### src/wfl_pkg.sv
package wfl_pkg;

  localparam int NumMotorsDefault = 4;
  localparam int MaxMotors        = 4;
  localparam int MotorIdxW        = 2;
  localparam int SpeedW           = 16;
  localparam int MagW             = 15;
  localparam int TimeW            = 32;
  localparam int CntW             = 8;
  localparam int CfgIdxW          = 3;
  localparam int CfgDataW         = 32;

  typedef enum logic [1:0] {
    CmdReset  = 2'd0,
    CmdDetect = 2'd1,
    CmdCheck  = 2'd2
  } cmd_e;

  typedef enum logic [CfgIdxW-1:0] {
    CfgMinTarget  = 3'd0,
    CfgMinMoving  = 3'd1,
    CfgTimeout    = 3'd2,
    CfgMissLimit  = 3'd3,
    CfgEnableMask = 3'd4
  } cfg_idx_e;

  typedef struct packed {
    cmd_e                       cmd;
    logic [MotorIdxW-1:0]       motor_index;
    logic [TimeW-1:0]           now_ms;
    logic [MaxMotors*SpeedW-1:0] requested_speeds;
    logic [MaxMotors*SpeedW-1:0] measured_speeds;
    logic [MaxMotors-1:0]       speed_valid_mask;
    logic [MaxMotors-1:0]       drive_running_mask;
    logic signed [SpeedW-1:0]   target_speed;
    logic signed [SpeedW-1:0]   actual_speed;
    logic                       encoder_ok;
  } in_t;

  typedef struct packed {
    logic                 fault_found;
    logic                 feedback_usable;
    logic [MaxMotors-1:0] lost_flags;
  } out_t;

  typedef struct packed {
    logic [MagW-1:0]      min_target;
    logic [MagW-1:0]      min_moving;
    logic [TimeW-1:0]     timeout;
    logic [CntW-1:0]      miss_limit;
    logic [MaxMotors-1:0] enable_mask;
  } cfg_t;

  // what one lane decides for its motor during a detect scan
  typedef struct packed {
    logic stop;
    logic clr_active;
    logic start;
  } lane_res_t;

  // magnitude of a signed speed, -32768 saturating to 32767
  function automatic logic [MagW-1:0] sat_abs(input logic [SpeedW-1:0] x);
    logic [SpeedW-1:0] neg;
    neg = SpeedW'(~x + SpeedW'(1));
    if (!x[SpeedW-1]) begin
      return x[MagW-1:0];
    end else if (x == {1'b1, {(SpeedW-1){1'b0}}}) begin
      return {MagW{1'b1}};
    end else begin
      return neg[MagW-1:0];
    end
  endfunction

  function automatic logic no_motion(input logic [MagW-1:0] abs_t,
                                     input logic [MagW-1:0] abs_a,
                                     input cfg_t            cfg);
    return (abs_t < cfg.min_target) || (abs_a >= cfg.min_moving);
  endfunction

endpackage

### src/wfl_lane.sv
module wfl_lane (
  input  logic                       enable_i,
  input  logic                       speed_valid_i,
  input  logic                       running_i,
  input  logic [wfl_pkg::SpeedW-1:0] requested_i,
  input  logic [wfl_pkg::SpeedW-1:0] measured_i,
  input  logic [wfl_pkg::TimeW-1:0]  now_i,
  input  logic [wfl_pkg::TimeW-1:0]  still_since_i,
  input  logic                       still_active_i,
  input  wfl_pkg::cfg_t              cfg_i,
  output wfl_pkg::lane_res_t         res_o
);

  logic [wfl_pkg::TimeW-1:0] elapsed;
  logic                      idle;

  assign elapsed = now_i - still_since_i;
  assign idle    = wfl_pkg::no_motion(wfl_pkg::sat_abs(requested_i),
                                      wfl_pkg::sat_abs(measured_i), cfg_i);

  always_comb begin
    res_o = '0;
    if (!enable_i) begin
      res_o.clr_active = 1'b1;
    end else if (!speed_valid_i) begin
      res_o.stop = 1'b1;
    end else if (idle || !running_i) begin
      res_o.clr_active = 1'b1;
    end else if (!still_active_i) begin
      // first still sample only arms the timer
      res_o.start = 1'b1;
    end else if (elapsed >= cfg_i.timeout) begin
      res_o.stop = 1'b1;
    end
  end

endmodule

### src/wfl_merge.sv
module wfl_merge #(
  parameter int NUM_MOTORS = wfl_pkg::NumMotorsDefault
) (
  input  logic [NUM_MOTORS-1:0] stop_i,
  output logic [NUM_MOTORS-1:0] reached_o,
  output logic                  fault_o
);

  // a lane is reached only when no lower lane stopped the scan
  always_comb begin
    reached_o[0] = 1'b1;
    for (int i = 1; i < NUM_MOTORS; i++) begin
      reached_o[i] = reached_o[i-1] & ~stop_i[i-1];
    end
    fault_o = |(stop_i & reached_o);
  end

endmodule

### src/wheel_feedback_loss_monitor.sv
// a result is registered as its item is accepted, in the output register or the skid
// one item per cycle while the skid register is empty; lanes and merge are combinational
// an output register plus one skid register let one more item in while a result waits
// reset: counters, timers and lost flags cleared, configuration to reset values
// (thresholds 0, all motors enabled), no result pending
module wheel_feedback_loss_monitor #(
  parameter int NUM_MOTORS = wfl_pkg::NumMotorsDefault
) (
  input  logic                         clk_i,
  input  logic                         rst_ni,
  input  logic                         cfg_we_i,
  input  logic [wfl_pkg::CfgIdxW-1:0]  cfg_index_i,
  input  logic [wfl_pkg::CfgDataW-1:0] cfg_data_i,
  input  logic                         in_valid_i,
  output logic                         in_ready_o,
  input  wfl_pkg::in_t                 in_data_i,
  output logic                         out_valid_o,
  input  logic                         out_ready_i,
  output wfl_pkg::out_t                out_data_o
);

  localparam int MM = wfl_pkg::MaxMotors;

  wfl_pkg::cfg_t cfg_q;

  logic [wfl_pkg::CntW-1:0]  miss_q [MM];
  logic [wfl_pkg::CntW-1:0]  miss_d [MM];
  logic [wfl_pkg::TimeW-1:0] since_q [MM];
  logic [wfl_pkg::TimeW-1:0] since_d [MM];
  logic [MM-1:0]             active_q, active_d;
  logic [MM-1:0]             lost_q, lost_d;

  wfl_pkg::out_t out_q, skid_q, res;
  logic          out_valid_q, skid_valid_q;
  logic          in_acc, out_acc;

  wfl_pkg::lane_res_t    lane_res [NUM_MOTORS];
  logic [NUM_MOTORS-1:0] stops, reached;
  logic                  fault;

  // check path
  logic [wfl_pkg::CntW-1:0] cnt, cnt_inc;
  logic                     idx_ok, chk_idle;

  assign in_ready_o  = ~skid_valid_q;
  assign in_acc      = in_valid_i & in_ready_o;
  assign out_acc     = out_valid_q & out_ready_i;
  assign out_valid_o = out_valid_q;
  assign out_data_o  = out_q;

  for (genvar g = 0; g < NUM_MOTORS; g++) begin : g_lane
    wfl_lane u_lane (
      .enable_i       (cfg_q.enable_mask[g]),
      .speed_valid_i  (in_data_i.speed_valid_mask[g]),
      .running_i      (in_data_i.drive_running_mask[g]),
      .requested_i    (in_data_i.requested_speeds[g*wfl_pkg::SpeedW +: wfl_pkg::SpeedW]),
      .measured_i     (in_data_i.measured_speeds[g*wfl_pkg::SpeedW +: wfl_pkg::SpeedW]),
      .now_i          (in_data_i.now_ms),
      .still_since_i  (since_q[g]),
      .still_active_i (active_q[g]),
      .cfg_i          (cfg_q),
      .res_o          (lane_res[g])
    );
    assign stops[g] = lane_res[g].stop;
  end

  wfl_merge #(
    .NUM_MOTORS (NUM_MOTORS)
  ) u_merge (
    .stop_i    (stops),
    .reached_o (reached),
    .fault_o   (fault)
  );

  assign idx_ok   = int'(in_data_i.motor_index) < NUM_MOTORS;
  assign cnt      = miss_q[in_data_i.motor_index];
  assign cnt_inc  = (cnt < cfg_q.miss_limit) ? wfl_pkg::CntW'(cnt + 1'b1) : cnt;
  assign chk_idle = wfl_pkg::no_motion(wfl_pkg::sat_abs(in_data_i.target_speed),
                                       wfl_pkg::sat_abs(in_data_i.actual_speed), cfg_q);

  always_comb begin
    miss_d   = miss_q;
    since_d  = since_q;
    active_d = active_q;
    lost_d   = lost_q;
    res      = '0;
    case (in_data_i.cmd)
      wfl_pkg::CmdReset: begin
        for (int i = 0; i < MM; i++) begin
          miss_d[i]  = '0;
          since_d[i] = '0;
        end
        active_d = '0;
        lost_d   = '0;
      end
      wfl_pkg::CmdDetect: begin
        for (int i = 0; i < NUM_MOTORS; i++) begin
          if (reached[i]) begin
            if (lane_res[i].stop)       lost_d[i]   = 1'b1;
            if (lane_res[i].clr_active) active_d[i] = 1'b0;
            if (lane_res[i].start) begin
              active_d[i] = 1'b1;
              since_d[i]  = in_data_i.now_ms;
            end
          end
        end
        res.fault_found = fault;
      end
      wfl_pkg::CmdCheck: begin
        if (idx_ok) begin
          lost_d[in_data_i.motor_index] = 1'b0;
          if (!in_data_i.encoder_ok) begin
            miss_d[in_data_i.motor_index] = cfg_q.miss_limit;
            lost_d[in_data_i.motor_index] = 1'b1;
          end else if (chk_idle) begin
            miss_d[in_data_i.motor_index] = '0;
            res.feedback_usable           = 1'b1;
          end else begin
            miss_d[in_data_i.motor_index] = cnt_inc;
            if (cnt_inc >= cfg_q.miss_limit) begin
              lost_d[in_data_i.motor_index] = 1'b1;
            end else begin
              res.feedback_usable = 1'b1;
            end
          end
        end
      end
      default: begin
      end
    endcase
    res.lost_flags = lost_d;
  end

  always_ff @(posedge clk_i or negedge rst_ni) begin
    if (!rst_ni) begin
      cfg_q <= '{min_target: '0, min_moving: '0, timeout: '0, miss_limit: '0,
                 enable_mask: {MM{1'b1}}};
    end else if (cfg_we_i) begin
      case (cfg_index_i)
        wfl_pkg::CfgMinTarget:  cfg_q.min_target  <= cfg_data_i[wfl_pkg::MagW-1:0];
        wfl_pkg::CfgMinMoving:  cfg_q.min_moving  <= cfg_data_i[wfl_pkg::MagW-1:0];
        wfl_pkg::CfgTimeout:    cfg_q.timeout     <= cfg_data_i[wfl_pkg::TimeW-1:0];
        wfl_pkg::CfgMissLimit:  cfg_q.miss_limit  <= cfg_data_i[wfl_pkg::CntW-1:0];
        wfl_pkg::CfgEnableMask: cfg_q.enable_mask <= cfg_data_i[MM-1:0];
        default: begin
        end
      endcase
    end
  end

  always_ff @(posedge clk_i or negedge rst_ni) begin
    if (!rst_ni) begin
      for (int i = 0; i < MM; i++) begin
        miss_q[i]  <= '0;
        since_q[i] <= '0;
      end
      active_q <= '0;
      lost_q   <= '0;
    end else if (in_acc) begin
      miss_q   <= miss_d;
      since_q  <= since_d;
      active_q <= active_d;
      lost_q   <= lost_d;
    end
  end

  always_ff @(posedge clk_i or negedge rst_ni) begin
    if (!rst_ni) begin
      out_valid_q  <= 1'b0;
      skid_valid_q <= 1'b0;
    end else if (in_acc) begin
      if (!out_valid_q || out_acc) begin
        out_valid_q <= 1'b1;
      end else begin
        skid_valid_q <= 1'b1;
      end
    end else if (out_acc) begin
      out_valid_q  <= skid_valid_q;
      skid_valid_q <= 1'b0;
    end
  end

  always_ff @(posedge clk_i) begin
    if (in_acc) begin
      if (!out_valid_q || out_acc) begin
        out_q <= res;
      end else begin
        skid_q <= res;
      end
    end else if (out_acc && skid_valid_q) begin
      out_q <= skid_q;
    end
  end

  // skid holds an item only behind a waiting result
  assert property (@(posedge clk_i) disable iff (!rst_ni)
    skid_valid_q |-> out_valid_q)
    else $error("skid item without output item");

  // the scan stops at one motor at most
  assert property (@(posedge clk_i) disable iff (!rst_ni)
    $onehot0(stops & reached))
    else $error("more than one lane ended the scan");

  assert property (@(posedge clk_i) disable iff (!rst_ni)
    in_acc && in_data_i.cmd == wfl_pkg::CmdReset |=> lost_q == '0)
    else $error("lost flags survived a reset item");

  assert property (@(posedge clk_i) disable iff (!rst_ni)
    out_valid_q |-> !(out_q.fault_found && out_q.lost_flags == '0))
    else $error("fault reported without a lost flag");

  assert property (@(posedge clk_i) disable iff (!rst_ni)
    out_valid_q |-> !(out_q.fault_found && out_q.feedback_usable))
    else $error("detect and check results both set");

  assert property (@(posedge clk_i) disable iff (!rst_ni)
    in_acc && in_data_i.cmd == wfl_pkg::CmdCheck && !in_data_i.encoder_ok && idx_ok
    |=> lost_q[$past(in_data_i.motor_index)])
    else $error("bad encoder not flagged lost");

endmodule
### config.mk
export PLATFORM = sky130hd
export DESIGN_NAME = wheel_feedback_loss_monitor
export DESIGN_NICKNAME = d
export VERILOG_FILES = /design/src/wfl_pkg.sv /design/src/wfl_lane.sv /design/src/wfl_merge.sv /design/src/wheel_feedback_loss_monitor.sv
export SDC_FILE = /design/constraint.sdc
export NUM_CORES = 1
export LEC_CHECK = 0
export ABC_AREA = 1
export CAP_MARGIN = 20
export CORE_UTILIZATION = 63
export CTS_BUF_LIST = sky130_fd_sc_hd__clkbuf_8
export DETAILED_ROUTE_END_ITERATION = 6
export DONT_BUFFER_PORTS = 1
export GPL_ROUTABILITY_DRIVEN = 0
export PLACE_DENSITY = 0.91
export SKIP_LAST_GASP = 1
export SLEW_MARGIN = 10
export SYNTH_ARGS = -nofsm -noshare
export SYNTH_HDL_FRONTEND = slang
export SYNTH_SLANG_ARGS = --single-unit
### constraint.sdc
create_clock -name clk_i -period 12.3 [get_ports clk_i]
set_clock_uncertainty 0.2 [all_clocks]
set_input_delay 0.615 -clock clk_i [delete_from_list [all_inputs] [get_ports clk_i]]
set_output_delay 0.615 -clock clk_i [all_outputs]
set_load 0.05 [all_outputs]
* Word-level counts from Yosys, hierarchy flattened
Index checks and enable logic that the tools add are counted.
** Word-level totals
- Flip-flop bits (word level) :: 256
- Bits in latches :: 0
- Bits in writable memories :: 0
- Memory bits (read-only) :: 0
- Input bits :: 245
- Output and inout bits :: 8
- Logic and storage cells :: 281
- Memories :: 0
** Operators by class
- Add/subtract/negate cells :: 15
- $mul :: 0
- Divide/modulo/power cells :: 0
- $lt $le $gt $ge :: 20
- Equality and inequality tests :: 29
- Shifts and indexed selects :: 0
- Mux-type cells :: 122
- Bitwise operators :: 26
- Reductions and logical operators :: 43
** Operator list (count)
- 15-bit 2-to-1 mux :: 20
- 32-bit 2-to-1 mux :: 9
- 128-bit one-hot mux with 2 select lines :: 1
- 16-bit equality test, second input constant :: 10
- 15-bit by 1-bit adder with 15-bit output, second input constant :: 10
- 15-bit NOT :: 10
- 32-bit >= comparator :: 4
- 32-bit subtractor :: 4
- 15-bit >= comparator :: 5
- 15-bit less-than comparator :: 5
- 1-bit 2-to-1 mux :: 70
- 32-bit bitwise mux :: 2
- 32-bit one-hot mux with 2 select lines :: 1
- 32-bit bitwise AND :: 1
- 8-bit 2-to-1 mux :: 4
- 32-bit NOT :: 1
- 4-bit AND reduction :: 6
- 2-bit AND reduction :: 10
- 6-bit 2-to-1 mux :: 3
- 8-bit binary-select mux with 2-bit select :: 1
- 8-bit demux with 2-bit select :: 1
- 4-bit 2-to-1 mux :: 3
- 3-bit by 1-bit inequality test with 1-bit output, second input constant :: 4
- 4-bit one-hot mux with 3 select lines :: 1
- 31 further kinds :: 69

* Logic depth before layout (Yosys ltp)
Gate-level depths: netlist of run 1.
- Word-level depth :: 18
- Depth in mapped cells :: 38
- Gate-level depth less buffers :: 38

* Cells and area by module
From an unflattened synthesis of run 1, not the netlist that was laid out.
** Second synthesis, totals
- Cell total of the unflattened synthesis :: 4584
- Area total of the unflattened synthesis :: 30340.3 µm²
** By module, submodules not included
- wfl_lane (g_lane[0].u_lane ...) :: times used 3, cells an instance 742, area an instance 4326.6 µm², seq. area each 0.0 µm²
- wheel_feedback_loss_monitor :: times used 1, cells an instance 1597, area an instance 12962.4 µm², seq. area each 6471.2 µm²
- wfl_lane (g_lane[1].u_lane) :: times used 1, cells an instance 751, area an instance 4347.9 µm², seq. area each 0.0 µm²
- wfl_merge :: times used 1, cells an instance 10, area an instance 50.0 µm², seq. area each 0.0 µm²

* Worst setup path before layout of run 1
Ideal clock, no wire load.
- Kind :: in2reg
- From :: input in_data_i[169] in the netlist's numbering
- To :: register since_q[44] in the netlist's numbering
- Library setup time :: 0.125 ns
- Arrival :: 4.491 ns
- Required time :: 11.975 ns
- Setup slack :: 7.484 ns
- Stages :: 36
- Path buffers :: 1
- Cell sequence :: inv_1 ha_1 inv_1 fa_1 nand3_1 nand2_1 nand2_1 nand3_1 nand2_1 a22oi_1 nand2_1 nand2_1 a21o_1 nand2_1 nand2_1 a21boi_1 o21ai_0 nand2_1 nand2_1 ha_1 nand2_1 nor2_1 nand2_1 nor4_1 nand2_1 nand3_1 nand2_1 o21bai_4 nand2_4 nand2_2 nand2_2 nand2_4 nor2_4 nand2_8 buf_8 o22ai_2
** On the way
- Word-level cells in the longest chain between the ends :: 11
- Elaborated cells on any way between the ends :: 19
- Classes of those cells :: add/sub (2); order compare (2); eq/ne (1); mux (10); bitwise (3); reduce/logical (1)
** RTL lines
- from (decl) :: RTL line wheel_feedback_loss_monitor.sv:16 : input wfl_pkg::in_t in_data_i,
- 32-bit subtractor :: RTL line wfl_lane.sv:17 : assign elapsed = now_i - still_since_i;
- 32-bit >= comparator :: RTL line wfl_lane.sv:32 : end else if (elapsed >= cfg_i.timeout) begin
- 1-bit 2-to-1 mux :: RTL line wfl_lane.sv:32
- 1-bit 2-to-1 mux :: RTL line wfl_lane.sv:29 : end else if (!still_active_i) begin
- 1-bit 2-to-1 mux :: RTL line wfl_lane.sv:27 : end else if (idle || !running_i) begin
- 1-bit 2-to-1 mux :: RTL line wfl_lane.sv:25 : end else if (!speed_valid_i) begin
- 1-bit 2-to-1 mux :: RTL line wfl_lane.sv:23 : if (!enable_i) begin
- 1-bit NOT :: RTL line wfl_merge.sv:13 : reached_o[i] = reached_o[i-1] & ~stop_i[i-1];
- 1-bit bitwise AND * :: RTL line wfl_merge.sv:13
- 2-bit inequality test (no source line) *
- 4-bit AND reduction (no source line) *
- to (signal assigned) :: RTL line wheel_feedback_loss_monitor.sv:161 : since_q <= since_d;
- to (decl) :: RTL line wheel_feedback_loss_monitor.sv:28 : logic [wfl_pkg::TimeW-1:0] since_q [MM];
Every way passes the cells marked *; elsewhere a longest branch is shown, timed or not.
A chain may end at the register's enable or synchronous reset.

* Worst setup path after layout of run 1
- From :: register since_q[67] in the netlist's numbering
- To :: register since_q[63] in the netlist's numbering
** On the way
- Word-level cells in the longest chain between the ends :: 11
** RTL lines (RTL line)
- 32-bit subtractor :: wfl_lane.sv:17
- 32-bit >= comparator :: wfl_lane.sv:32
- 1-bit 2-to-1 mux :: wfl_lane.sv:32
- 1-bit 2-to-1 mux :: wfl_lane.sv:29
- 1-bit 2-to-1 mux :: wfl_lane.sv:27
- 1-bit 2-to-1 mux :: wfl_lane.sv:25
- 1-bit 2-to-1 mux :: wfl_lane.sv:23
- 1-bit NOT :: wfl_merge.sv:13
- 1-bit bitwise AND :: wfl_merge.sv:13
- 2-bit inequality test (no source line)
- 4-bit AND reduction (no source line)
Every way passes these cells.

==> results of run 1 <==
## worst max-delay path by stage
stage	to	depth (start not counted)
3_5_place_dp	since_q[95]$_DFFE_PN0P_	34
3_3_place_gp	since_q[95]$_DFFE_PN0P_	34
5_1_grt	since_q[63]$_DFFE_PN0P_	30
4_1_cts	since_q[63]$_DFFE_PN0P_	30
6_report	since_q[63]$_DFFE_PN0P_	30
2_1_floorplan	since_q[44]$_DFFE_PN0P_	36
## flip-flops by register name (all words and copies together) (netlist names)
signal        count
miss_q           32
out_valid_o       1
lost_q            4
cfg_q            74
active_q          4
skid_valid_q      1
since_q         128
out_data_o        6
skid_q            6
## layout make-up
type / instances / share of cell area
clock buffer: 57 / 0.02643
clock inverter: 20 / 0.004004
inverter: 551 / 0.06976
multi-input combinational: 3124 / 0.6372
sequential: 256 / 0.2180
tap: 585 / 0.02466
timing repair buffer: 58 / 0.01998
## critical path, delay by kind of cell (launching register included)
kind | cells | cell delay [ns]
AO/OA/AOI/OAI | 5 | 1.28
XOR/XNOR | 1 | 0.18
adder cells (fa/ha/maj) | 2 | 0.69
buffers and inverters | 4 | 0.69
flip-flops | 1 | 0.33
AND/OR/NAND/NOR | 18 | 2.45
## through the flow
stage	utilization	hold WS (ns)	cell area, sq um	worst slack (ns)
after floorplan	-	0.1194	27850	7.484
after global placement	0.6516	0.1282	28260	6.554
after detailed placement	0.6516	0.1268	28260	6.435
after CTS	0.6835	0.0008979	29640	6.814
after global routing	0.6846	0.01433	29680	6.097
final	0.6846	0.008483	29680	6.373
## synth_stat cells, types with 30 or more instances
cell,number,area [sq um]
dfrtp_1,240,6006
o21ai_0,273,1366
nor2_1,296,1111
inv_1,540,2027
o22ai_2,30,375.4
or2_2,44,275.3
nand2_1,919,3450
clkbuf_1,47,176.4
o22ai_1,69,431.7
xor2_1,99,867.1
nor3_1,68,340.3
ha_1,423,5293
nand4_1,45,281.5
a21oi_1,322,1612
xnor2_1,37,324.1
nand3_1,248,1241
## power by group
part / total, W / leakage (nW) / switching, W / internal (W)
logic: 0.00149 / 11.0 / 0.000955 / 0.000536
clock network: 0.000809 / 0.509 / 0.000373 / 0.000436
registers: 0.00107 / 3.36 / 0.000115 / 0.000954
## layout by cell type, fill, tap and decap left out, drive strengths merged, types with 4 or more instances in the layout
master and n:
nand2 934, inv 558, ha 423, a21oi 324
nor2 308, o21ai 292, nand3 255, dfrtp 240
xor2 99, o22ai 99, nor3 71, clkbuf 57
dlygate4sd3 47, nand4 46, or2 46, xnor2 37
nor4 25, nand3b 23, o211ai 23, a31oi 20
o21a 20, a21o 13, o31ai 12, edfxtp 12
buf 11, clkinv 11, a211oi 10, a21boi 10
o21bai 6, a22oi 5, fa 4, dfstp 4
## metal layers
metal,routed length (microns),vias up
li1,-,13570
met5,18,-
met3,8677,375
met2,37350,1522
met4,4886,4
met1,33030,12900
## cell families (layout without fill, tap and decap cells)
kind of cell    after synthesis  count (layout)  synth area share
simple gates               1713            1713            0.2666
compound gates              848             848            0.1768
buf+inv                     626             686           0.08859
fa+ha+maj                   427             427            0.1929
flops                       256             256            0.2324
xor+xnor                    136             136           0.04277
## repair_timing
action                     4_1_cts  5_1_grt
hold endpoints to repair       290      131
setup endpoints to repair        0        0
setup buffers                    0        0
hold buffers                    46        2
==> results.md, run 1 <==
- Grt met1 use: 0.4525
- Final Hold Fails: 0
- Maximum VDD drop: 0.08539 mV
- Register area share after synthesis: 0.2324
- Post-Synthesis Cells: 4006
- Worst hold path depth: 2
- CTS Sinks: 256
- CTS Root Cell: clkbuf_8
- Max-slew violation count: 0
- Initial antenna violation count: 2
- Core footprint: 43360 sq um
- Clk buf depth: 3
- Fill count: 3586
- Number of synthesized flops with an enable pin: 12
- Area of the multi-input gates: 18910 sq um
- Non-filler cells, final: 4651
- Row count: 76
- Power, Total: 0.003369 W
- Hold Path Class: in2reg
- First-pass GRT wire length: 132100 microns
- CP most frequent cell: nand2_1
- Vias per Instance: 6.101
- Pwr dens: 113.5 nW/um^2
- Grt met3 use: 0.08287
- Measured slew at the worst slew-check pin: 0.9553 ns
- Detailed Route Iter0 Violations: 2998
- Crit-path slowest cell: nor4_1
- FF-to-FF path depth: 30
- Critical Path Start Type: register
- Top FF cell, synth: dfrtp_1
- # DRC: 0
- Synth unique cells: 66
- Relative slew slack: 0.3624
- Final worst-path cycle share: 0.4819
- Max Cap Viol: 0
- Slowest stage delay, CP: 0.60 ns
- Largest net degree at the start of global routing: 245
- Post-Syn Area: 27850 sq um
- TritonCTS clock tree: yes
- Hold Path Sink: since_q[55]$_DFFE_PN0P_
- Final nets: 4706
- Worst path arrival time: 6.21 ns
- DR vias: 28380
- Synthesized Nets: 4678
- Num CTS Buffers: 43
- Area delta synth->final: 6.586%
- H-tree depth: 2
- Setup total negative slack: 0 ns
- Fmax: 0.1687 GHz
- Mean post-synth cell area: 6.952 sq um
- Post-DP HPWL: 63350 microns
- CP max FO: 32
- GR peak layer: met2
- Status: completed
- Placed cell count: 4525
- Initial Util: 0.6423
- Syn. warnings: 0
- Reg2reg end: since_q[63]$_DFFE_PN0P_
- Reg clk slew, reported paths: 0.07 ns
- Die ar.: 45050 sq um
- Beginning of the critical path: since_q[67]$_DFFE_PN0P_
- CP Capture Type: register
- Die width: 212.3 microns
- Grt total ovfl: 0
- Clock latency on the worst-skew pair: 0.61 ns
- Worst path required time: 12.58 ns
- Flops & latches, synth: 256
- Async S/R FF share, synth: 0.9531
- Cts repair resizes: 0
- Final number of setup-violating endpoints: 0
- Port bufs: 0
- DR pass1 iterations: 6
- Ant diodes: 0
- Ratio of cells with drive above 1 in the final layout: 0.05189
- Total wire length: 83970 microns
- Routed len/inst: 18.05 microns
- Seq. cell area: 6471 sq um
- Kind of critical path: reg2reg
- Unrepaired setup endpoints after global routing: false
- I/O pin count: 253
- Met2 GRT Util: 0.5902
- Die Ht: 212.3 microns
- Leak: 14.89 nW
- Antenna viol nets, final: 0
- Final Critical Period: 5.927 ns
- Reg-to-reg startpoint: since_q[67]$_DFFE_PN0P_
- R2r setup slk: 6.37 ns
- GR Util All Layers: 0.3657
- Hold_sp: in_data_i[192]
- Vias in the first global route: 26870
Note: power is estimated with default switching activity, not from simulation.
==> inputs of run 2 (changes only) <==
- clock period: 12.3 -> 5.8 ns (I/O delays scaled with it)
==> results.md, run 2 (synthesis gave the netlist of run 1 again) <==
- CTS Root Cell: clkbuf_8 (unchanged)
- Initial antenna violation count: 5 (was 2)
- Net switching power: 0.003161 W (was 0.001443 W)
- Routed len/inst: 19.10 microns (was 18.05 microns)
- Setup total negative slack: -0.3766 ns (was 0 ns)
- Core footprint: 43360 sq um (unchanged)
- Final nets: 4755 (was 4706)
- Kind of critical path: reg2reg (unchanged)
- Failing checks: design-rule violations, negative hold slack, negative setup slack
- TritonCTS clock tree: yes (unchanged)
- I/O pin count: 253 (unchanged)
- Final Hold Fails: 249 (was 0)
- Max-slew violation count: 0 (unchanged)
- Pre-CTS setup slack: 0.1234 ns (was 6.435 ns)
- Measured slew at the worst slew-check pin: 1.120 ns (was 0.9553 ns)
- Leak: 15.12 nW (was 14.89 nW)
- Initial Util: 0.6423 (unchanged)
- Fmax: 0.1663 GHz (was 0.1687 GHz)
- Relative slew slack: 0.2509 (was 0.3624)
- Antenna viol nets, final: 0 (unchanged)
- Max Cap Viol: 0 (unchanged)
- Commonest cells after routing, fill and taps aside: nand2_1 (918), inv_1 (550), ha_1 (423) (unchanged)
- H-tree depth: 2 (unchanged)
- DR pass1 iterations: 7 (was 6)
- DR vias: 29460 (was 28380)
- Die Ht: 212.3 microns (unchanged)
- Setup WS post-layout: -0.2131 ns (was 6.373 ns)
- Switching Fraction: 0.4299 (was 0.4284)
- Num CTS Buffers: 44 (was 43)
- Area delta synth->final: 8.558% (was 6.586%)
- Port bufs: 0 (unchanged)
- First-pass GRT wire length: 137300 microns (was 132100 microns)
- Placed cell count: 4528 (was 4525)
- Die ar.: 45050 sq um (unchanged)
- Final worst-path cycle share: 1.037 (was 0.4819)
- Clk buf depth: 3 (unchanged)
- Sequential share of power: 0.309 (was 0.317)
- Vias per Instance: 6.261 (was 6.101)
- CP Capture Type: register (unchanged)
- Clk pwr share: 0.247 (was 0.240)
- Int Power: 0.004192 W (was 0.001926 W)
- Reg clk slew, reported paths: 0.07 ns (about the same)
- Total wire length: 89880 microns (was 83970 microns)
- Power, Total: 0.007352 W (was 0.003369 W)
- Hold Slack: -0.8285 ns (was 0.008483 ns)
- Grt total ovfl: 0 (unchanged)
- Hold Path Class: in2async (was in2reg)
- Fill count: 3467 (was 3586)
- Post-DP HPWL: 64210 microns (was 63350 microns)
- CTS Sinks: 256 (unchanged)
- Final number of setup-violating endpoints: 3 (was 0)
- Top flop regs: since_q (128), cfg_q (74), miss_q (32) (unchanged)
- Status: finished with violations (was completed)
- CP max FO: 6 (was 32)
- Vias in the first global route: 27420 (was 26870)
- Final Critical Period: 6.013 ns (was 5.927 ns)
- Pwr dens: 243.2 nW/um^2 (was 113.5 nW/um^2)
- Die width: 212.3 microns (unchanged)
- Comb power frac: 0.444 (was 0.443)
- Worst path required time: 5.93 ns (was 12.58 ns)
- Critical Path Start Type: register (unchanged)
- Top reg by flops: since_q (unchanged)
- Ratio of cells with drive above 1 in the final layout: 0.05465 (was 0.05189)
- Commonest non-fill, non-tap cell in the layout: nand2_1 (unchanged)
- # DRC: 18 (was 0)
- Largest net degree at the start of global routing: 245 (unchanged)
- Detailed Route Iter0 Violations: 3707 (was 2998)
- Row count: 76 (unchanged)
- GR Util All Layers: 0.3838 (was 0.3657)
- Worst path arrival time: 6.15 ns (was 6.21 ns)
- Number of flip-flops in the largest register: 128 (unchanged)
- Non-filler cells, final: 4705 (was 4651)
- Maximum VDD drop: 0.1662 mV (was 0.08539 mV)
- Clock latency on the worst-skew pair: 0.62 ns (was 0.61 ns)
[run 2: power groups by stage]
stage / Clock [W] / Sequential, W / Combinational (W)
floorplan: 0 / 0.00222 / 0.00227
global placement: 0 / 0.00228 / 0.00289
detailed placement: 0 / 0.00229 / 0.00300
CTS: 0.00180 / 0.00226 / 0.00310
global route: 0.00189 / 0.00229 / 0.00362
finish: 0.00182 / 0.00227 / 0.00326
[run 2: routing by layer]
metal / GRT usage / routed length, microns
met5: 0.001112 / 20
met4: 0.1992 / 5588
met3: 0.09838 / 11370
met2: 0.6178 / 39180
met1: 0.4734 / 33720
[run 2: layout make-up]
cell class              count  area, sq um  area share
diodes                      3        7.507   0.0002483
clock buffers              59        812.0     0.02686
clock inverters            21        150.1    0.004966
inverters                 551         2071     0.06849
multi-input cells        3125        18960      0.6270
flip-flops and latches    256         6471      0.2140
well taps                 585        732.0     0.02421
repair buffers            105         1035     0.03422
[run 2: critical path: stages, from the launching register on]
cell and delay [ns]:
dfrtp_1 0.35, inv_1 0.05, ha_1 0.39, nand2_1 0.10
nor4_1 0.58, nand3_1 0.15, nand3_1 0.27, nand4_1 0.12
o211ai_1 0.17, nand2_1 0.12, inv_1 0.12, a21oi_1 0.23
xor2_1 0.52, ha_1 0.37, a21oi_1 0.23, o211ai_1 0.21
a21oi_1 0.39, nand3_1 0.32, nand2_1 0.14, o21ai_0 0.12
a21oi_1 0.19, nand2_1 0.08, nand3_1 0.07, nand3_1 0.09
nand2_1 0.09, nand2_1 0.05
[run 2: repair_timing]
| item | CTS | global route |
|---|---|---|
| hold buffers | 83 | 4 |
| setup endpoints to repair | 0 | 101 |
| hold endpoints to repair | 510 | 251 |
| gates resized for setup | 0 | 7 |
| setup buffers | 0 | 5 |
[run 2: worst paths after layout]
path                                          from                      end  slack, ns  cells after the start
hold reg to reg            since_q[14]$_DFFE_PN0P_  since_q[14]$_DFFE_PN0P_       0.27                      2
max in group asynchronous                   rst_ni  since_q[92]$_DFFE_PN0P_       5.76                      0
setup / recovery            since_q[4]$_DFFE_PN0P_  out_data_o[3]$_DFFE_PP_      -0.21                     25
setup reg to reg            since_q[4]$_DFFE_PN0P_  out_data_o[3]$_DFFE_PP_      -0.21                     25
min in group clk_i                  cfg_index_i[1]    cfg_q[26]$_DFFE_PN0P_      -0.06                      4
hold / removal                              rst_ni   since_q[3]$_DFFE_PN0P_      -0.83                      0
[run 2: through the flow]
step                      utilization  instance area [sq um]
after global routing           0.6972                  30230
after CTS                      0.6935                  30070
final                          0.6973                  30230
after detailed placement       0.6522                  28280
after global placement         0.6522                  28280
after floorplan                     -                  27850
